File: src/hdl/swmm_pkg.sv
// ----------------------------------------------------------------------------
// swmm_pkg
// Shared constants, request codes, controller states and the command/status
// bundles between the window tracker controller and datapath.
// ----------------------------------------------------------------------------
`default_nettype none

package swmm_pkg;

  localparam int DEF_WINDOW_DEPTH = 512;
  localparam int DEF_SAMPLE_BITS  = 32;
  localparam int LEN_BITS         = 10;

  localparam logic [LEN_BITS-1:0] WINDOW_RESET = 10'd500;

  // request codes
  localparam logic REQ_ADD   = 1'b0;
  localparam logic REQ_CLEAR = 1'b1;

  typedef enum logic [2:0] {
    S_IDLE,
    S_EVAL,
    S_EV_RD,
    S_EV_CHK,
    S_WRITE,
    S_SCAN_INIT,
    S_SCAN,
    S_DONE
  } state_t;

  typedef struct packed {
    logic take;
    logic ev_rd;
    logic ev_chk;
    logic wr;
    logic scan_init;
    logic scan_step;
    logic load_out;
  } cmd_t;

  typedef struct packed {
    logic is_clear;
    logic ge_eff;
    logic gt_eff;
    logic rescan;
    logic scan_done;
    logic out_free;
  } sts_t;

endpackage

`default_nettype wire

File: src/hdl/swmm_ctrl.sv
// ----------------------------------------------------------------------------
// swmm_ctrl
// Sequencer: accepts a request; for an add it runs evictions, the write and
// an optional window rescan, then hands the result to the output register.
// ----------------------------------------------------------------------------
`default_nettype none

module swmm_ctrl
  import swmm_pkg::*;
(
  input  wire logic clk,
  input  wire logic rst_n,
  input  wire logic in_valid,
  output logic      in_ready,
  input  wire sts_t sts,
  output cmd_t      cmd
);

  state_t state_r;
  state_t state_nxt;

  always_ff @(posedge clk) begin
    if (!rst_n) begin
      state_r <= S_IDLE;
    end else begin
      state_r <= state_nxt;
    end
  end

  always_comb begin
    state_nxt = state_r;
    cmd       = '0;
    in_ready  = 1'b0;
    case (state_r)
      S_IDLE: begin
        in_ready = 1'b1;
        if (in_valid) begin
          cmd.take  = 1'b1;
          state_nxt = S_EVAL;
        end
      end
      S_EVAL: begin
        if (sts.is_clear) begin
          state_nxt = S_DONE;
        end else if (sts.ge_eff) begin
          state_nxt = S_EV_RD;
        end else begin
          state_nxt = S_WRITE;
        end
      end
      S_EV_RD: begin
        cmd.ev_rd = 1'b1;
        state_nxt = S_EV_CHK;
      end
      S_EV_CHK: begin
        cmd.ev_chk = 1'b1;
        // held count drops by one this cycle
        state_nxt  = sts.gt_eff ? S_EV_RD : S_WRITE;
      end
      S_WRITE: begin
        cmd.wr    = 1'b1;
        state_nxt = sts.rescan ? S_SCAN_INIT : S_DONE;
      end
      S_SCAN_INIT: begin
        cmd.scan_init = 1'b1;
        state_nxt     = S_SCAN;
      end
      S_SCAN: begin
        cmd.scan_step = 1'b1;
        if (sts.scan_done) begin
          state_nxt = S_DONE;
        end
      end
      S_DONE: begin
        if (sts.out_free) begin
          cmd.load_out = 1'b1;
          state_nxt    = S_IDLE;
        end
      end
      default: begin
        state_nxt = S_IDLE;
      end
    endcase
  end

endmodule

`default_nettype wire

File: config.mk
export PLATFORM = sky130hd
export DESIGN_NAME = swmm_ctrl
export DESIGN_NICKNAME = d
export VERILOG_FILES = /design/src/hdl/swmm_pkg.sv /design/src/hdl/swmm_ctrl.sv
export SDC_FILE = /design/constraint.sdc
export NUM_CORES = 1
export LEC_CHECK = 0
export BUFFER_PORTS_ARGS = -buffer_cell sky130_fd_sc_hd__buf_4
export CORE_AREA = 2 2 39 41
export DETAILED_ROUTE_END_ITERATION = 10
export DIE_AREA = 0 0 41 43
export SETUP_SLACK_MARGIN = 0.4
export SYNTH_ARGS = -nofsm -noshare
export SYNTH_HDL_FRONTEND = slang
export SYNTH_SLANG_ARGS = --single-unit
File: constraint.sdc
create_clock -name clk -period 1.1 [get_ports clk]
set_input_delay 0.33 -clock clk [delete_from_list [all_inputs] [get_ports clk]]
set_output_delay 0.33 -clock clk [all_outputs]
set_load 0.1 [all_outputs]
==> results of run 1 <==
[synthesized netlist by cell type]
cell	instances
nor3b_1	3
o21ai_0	1
buf_4	1
nor3_1	2
inv_1	1
nand2_2	1
dfxtp_1	3
buf_6	2
nand2_1	2
a21oi_1	1
o32ai_2	1
o221a_1	1
nand3_1	2
nor2_1	5
nand2b_4	1
and2_1	1
and2b_1	1
o21ai_1	4
nand2b_1	1
a2bb2oi_2	1
nor3_2	1
[report_power, final]
part | total (mW) | internal (mW) | switching, mW
Combinational | 1.13 | 0.493 | 0.636
Clock | 0.198 | 0.136 | 0.0619
Sequential | 0.229 | 0.151 | 0.0788
Total | 1.56 | 0.780 | 0.776
[cell type report]
| cell class | count | area (µm²) |
|---|---|---|
| Multi-Input combinational cell | 29 | 292 |
| Clock buffer | 4 | 26.3 |
| Timing Repair Buffer | 28 | 325 |
| Sequential cell | 3 | 71.3 |
| Fill cell | 119 | 641 |
| Tap cell | 16 | 20.0 |
| Inverter | 1 | 8.76 |
[worst register-to-register path, delay by kind of cell (launching register included)]
family                 cells  cell delay, ns
AND/OR/NAND/NOR            1            0.10
AO/OA/AOI/OAI              2            0.26
flip-flops                 1            0.37
buffers and inverters      2            0.27
[through the flow]
| stage | hold WS [ns] | utilization [%] | cell area (µm²) | power (mW) |
|---|---|---|---|---|
| floorplan | 0.461 | - | 363 | 0.903 |
| global placement | 0.612 | 38.8 | 537 | 1.06 |
| detailed placement | 0.599 | 38.8 | 537 | 1.06 |
| CTS | 0.350 | 51.0 | 706 | 1.50 |
| global route | 0.356 | 53.7 | 743 | 1.63 |
| finish | 0.352 | 53.7 | 743 | 1.56 |
[routing by layer]
layer | GRT usage [%] | wire (µm) | vias to the layer above
met2 | 19.1 | 528 | 16
met3 | 1.57 | 44 | 2
met4 | 10.0 | 14 | 0
li1 | - | - | 188
met1 | 15.1 | 357 | 170
met5 | 0 | 0 | -
[what timing repair did]
action | CTS | global route
gates resized for setup | 33 | 7
endpoints found under the setup margin | 11 | 11
hold endpoints to repair | 0 | 0
setup buffers | 2 | 1
pin swaps | 4 | 4
[worst min path at each step]
stage | startpoint | end | slack (ns) | cells past startpoint
2_1_floorplan | rst_n | state_r[1]$_SDFFE_PN0P_ | 0.46 | 1
3_3_place_gp | sts[5] | state_r[0]$_SDFFE_PN0P_ | 0.61 | 3
3_5_place_dp | sts[5] | state_r[0]$_SDFFE_PN0P_ | 0.60 | 3
4_1_cts | sts[5] | state_r[0]$_SDFFE_PN0P_ | 0.35 | 3
5_1_grt | sts[5] | state_r[0]$_SDFFE_PN0P_ | 0.36 | 3
6_report | sts[5] | state_r[0]$_SDFFE_PN0P_ | 0.35 | 3
[cells by family (layout without fill, tap and decap cells)]
family	after synthesis	after routing	share of synthesized area [%]
AOI/OAI and AO/OA	9	9	25.4
buffers and inverters	4	33	11.8
DFF	3	3	21.1
and+or+nand+nor	20	20	41.7
==> out/results.ini, run 1 <==
[outcome]
status = finished with violations
failed_checks = setup timing

[timing]
fin_crit_sh_pct = 137
min_period_ns = 1.50
relSlewSlack_pct = 86.5
tns_ns = -2.88
fmax_ghz = 0.665
setup_viol_count_final = 9
setup_ws_ns = -0.404
tightest_slew_ns = 0.202
hold_viol = 0
drv_slew = 0
grt_setup_unrepaired = true
clock_skew_ns = 0.00254

[clocking]
clock_latency_ns = 0.24
cts_inserted_buffers = 3
postCtsHoldBufs = 0
clk_pin_slew_ns = 0.04
clock-sinks = 3
max-clock-path-buffers = 2
cts_tree = yes
cts_root_buf = clkbuf_4
htreeDepth = 1

[critical_path]
critical_path.startpoint_type = flop
critical_path.max_fanout = 6
r2r_cells = 5
rrSetupSlack_ns = -0.01
worst_setup_path_end_kind = output pin
cpMaxStageDelayCell = dfxtp_4
rr_startpoint = state_r[2]$_SDFFE_PN0P_
startpoint = state_r[0]$_SDFFE_PN0P_
path_cells = buf_6, nor3b_4, buf_12
crit_path_end = cmd[1]
crit_required_ns = 0.77
crit_cells = 3
worst-path-buf-inv = 2
reg2reg_to = state_r[1]$_SDFFE_PN0P_
crit_arrival_ns = 1.17
critPathTopFamily = flip-flops
path_class = reg -> out
max_stage_delay_ns = 0.36

[routing]
vias_per_cell = 4.64
drt-initial-drc-count = 5
post_drt_wl_per_cell_um = 11.7
drcViolationCount = 0
routed_wirelength_um = 944
ant_nets = 0
firstDrtPassIters = 4
route.vias.total = 376

[floorplanning]
die_w_um = 41
fp-row-count = 14
die-height_um = 43
core-area_mm2 = 0.00138
die-area_mm2 = 0.00176
initial_core_util_pct = 20.6
top_level_ports = 17

[worst_hold_path]
min_path_type = in -> reg

[power]
p_leak_nw = 0.302
peakVddDrop_mv = 0.666
powerDensity_mw_per_mm2 = 2090

[finish]
regMostFlops = state_r
diodes = 0
drive_gt1_share_pct = 80.0
final_cell_mix = buf_4, buf_12, nor2_4
nets = 75
area_delta_synth_final_pct = 161
largest_registers = state_r x3
instances_no_fill = 81
final_common_cell = buf_4
largest_reg_flops = 3

[placed_design]
pre_cts_slack_ns = -0.249
placed_cells = 74
portBuffers = 16
gp_congestion = 0.744
dp_hpwl_um = 644

[synth]
netlist_instances = 36
syn-num-nets = 45
synth.distinct_cells = 21
synthTopCellsByArea = dfxtp_1, buf_6, nor3b_1
yosysTopAreaCell = dfxtp_1
netlist_area_um2 = 285
ys_seq_area_share_pct = 21.1
ys.warnings.count = 0
ys_ff_latch = 3
syn_avg_cell_area_um2 = 7.92
synth_top_area_share_pct = 21.1

[global_routing]
antenna_found_initial = 0
grt_pass1_vias = 353
grt_first_pass_wirelength_um = 1460
grt_overflow_total = 0
grt_start_max_net_pins = 9
grt_usage_pct = 12.6

[flow_run]
cap_violations = 0

No activity file was read; power rests on OpenSTA's default activity.
==> run 2, diff against run 1 <==
ABC_AREA = 1   (was unset)
==> out/results.ini, run 2 <==
[routing]
firstDrtPassIters = 4
ant_nets = 0
drcViolationCount = 0
post_drt_wl_per_cell_um = 9.39
drt-initial-drc-count = 5
route.vias.total = 418
vias_per_cell = 4.31
routed_wirelength_um = 911

[floorplanning]
fp-row-count = 14
die-area_mm2 = 0.00176
top_level_ports = 17
initial_core_util_pct = 22.0
die_w_um = 41
die-height_um = 43
core-area_mm2 = 0.00138

[worst_hold_path]
hp-start = rst_n
min_path_type = in -> reg
whs_path_depth = 3
min_to = state_r[1]$_SDFFE_PN0P_

[timing]
drv_slew = 0
grt_setup_unrepaired = true
fmax_ghz = 0.691
setup_viol_count_final = 9
clock_skew_ns = 0.00115
relSlewSlack_pct = 86.8
hold_viol = 0
min_period_ns = 1.45
fin_crit_sh_pct = 131
setup_ws_ns = -0.346
tightest_slew_ns = 0.196

[synth]
synth_most_common_cell = inv_1
synth-async-reset-ratio_pct = 0
synth_edf_count = 0
syn_avg_cell_area_um2 = 6.08
netlist_area_um2 = 304
yosysTopAreaCell = dfxtp_1
netlist_instances = 50
ys.warnings.count = 0
ys_ff_latch = 3
syn-num-nets = 59
synth.distinct_cells = 19
synthTopCellsByArea = dfxtp_1, inv_1, nor2_1
synth_top_area_share_pct = 19.8
ys_seq_area_share_pct = 19.8
ys_top_cells_by_count = inv_1, nor2_1, nand2_1
ys.flop_type = dfxtp_1

[clocking]
cts_tree = yes
cts_inserted_buffers = 3
clock_latency_ns = 0.23
cts_root_buf = clkbuf_4
max-clock-path-buffers = 2
clk_pin_slew_ns = 0.04
clock-sinks = 3
htreeDepth = 1

[power]
powerDensity_mw_per_mm2 = 1700
p_leak_nw = 0.342
peakVddDrop_mv = 0.534

[outcome]
failed_checks = setup timing
status = finished with violations

[finish]
nets = 91
final_cell_mix = buf_4, buf_12, nor2_4
nFillCells = 122
largest_reg_flops = 3
diodes = 0
final_util_pct = 54.7
regMostFlops = state_r
finalInstanceArea_um2 = 757
final_common_cell = buf_4
drive_gt1_share_pct = 69.1
area_delta_synth_final_pct = 149
largest_registers = state_r x3

[placed_design]
placed_cell_area_um2 = 591
pre_cts_slack_ns = -0.205
dp_hpwl_um = 698
gp_congestion = 0.741
portBuffers = 16

[critical_path]
critical_path.max_fanout = 4
r2r_cells = 7
rrSetupSlack_ns = -0.02
worst_setup_path_end_kind = output pin
critical_path.startpoint_type = flop
crit_arrival_ns = 1.12
rr_startpoint = state_r[1]$_SDFFE_PN0P_
crit_required_ns = 0.77
reg2reg_to = state_r[2]$_SDFFE_PN0P_
path_class = reg -> out

[flow_run]
cap_violations = 0

[global_routing]
grt_usage_pct = 13.2
grt_overflow_total = 0
grt_start_max_net_pins = 8
antenna_found_initial = 0
grt_pass1_vias = 392
grt_first_pass_wirelength_um = 1530

==> run 2: cell types whose count changed in the layout (fill, tap and decap cells not counted), sizes merged, moves of 2 or more <==
cell,before,now
inv,1,9
nor2,5,12
nand2,3,7
a21oi,1,4
nor3b,3,0
clkinvlp,0,2
nand2b,2,0
nand3,2,4
nor3,3,1
==> run 2: power by group <==
part	switching, mW	internal, mW	total [mW]
combinational	0.535	0.373	0.908
sequential	0.0513	0.139	0.190
clock	0.0565	0.136	0.192
total	0.642	0.648	1.29
==> run 2: repair_timing <==
action                     CTS  global route
cloned                       0             0
hold buffers                 0             0
resized for setup           35             0
setup buffers                0             1
pin swaps                    6             2
setup endpoints to repair   11            11
==> run 2: worst max-delay path by stage <==
| stage | startpoint | endpoint | slack, ns | cells past startpoint |
|---|---|---|---|---|
| after CTS | state_r[0]$_SDFFE_PN0P_ | cmd[0] | -0.35 | 4 |
| after detailed placement | state_r[2]$_SDFFE_PN0P_ | cmd[6] | -0.20 | 4 |
| after global placement | state_r[0]$_SDFFE_PN0P_ | cmd[1] | -0.19 | 4 |
| final | state_r[0]$_SDFFE_PN0P_ | cmd[0] | -0.35 | 4 |
| after floorplan | state_r[2]$_SDFFE_PN0P_ | cmd[0] | -0.50 | 3 |
| after global routing | state_r[1]$_SDFFE_PN0P_ | cmd[6] | -0.39 | 4 |
==> run 2: layout make-up <==
cell class | instances | area [µm²] | share of cell area [%]
clock buffers | 4 | 26.3 | 3.47
inverters | 12 | 57.6 | 7.60
multi-input cells | 34 | 256 | 33.9
flip-flops and latches | 3 | 71.3 | 9.42
well taps | 16 | 20.0 | 2.64
repair buffers | 28 | 325 | 43.0
==> run 2: logic make-up after synthesis <==
kind of cell	share of synthesized area, %
simple gates	39.9
buf+inv	18.5
compound gates	21.8
flops	19.8
==> run 2: critical path, cell delays in order, from the launching register on <==
cell	delay, ns
dfxtp_4	0.36
buf_6	0.10
nand2_4	0.06
nor3_4	0.15
buf_12	0.20
==> run 2: layer usage <==
metal  up-vias  part of all wire, %  global-route usage [%]
met4         0                  1.2                    6.00
met2        11                   54                    20.3
li1        218                    -                       -
met1       187                   38                    15.6
met3         2                  6.5                    4.71
met5         -                    0                       0
==> run 2: per-stage QoR <==
stage | hold slack [ns] | power (mW) | std cells | setup TNS, ns
after floorplan | 0.449 | 0.719 | 50 | -2.78
after global placement | 0.584 | 0.916 | 92 | -1.40
after detailed placement | 0.591 | 0.920 | 92 | -1.50
after CTS | 0.347 | 1.29 | 96 | -2.44
after global routing | 0.343 | 1.36 | 97 | -2.91
final | 0.346 | 1.29 | 97 | -2.45
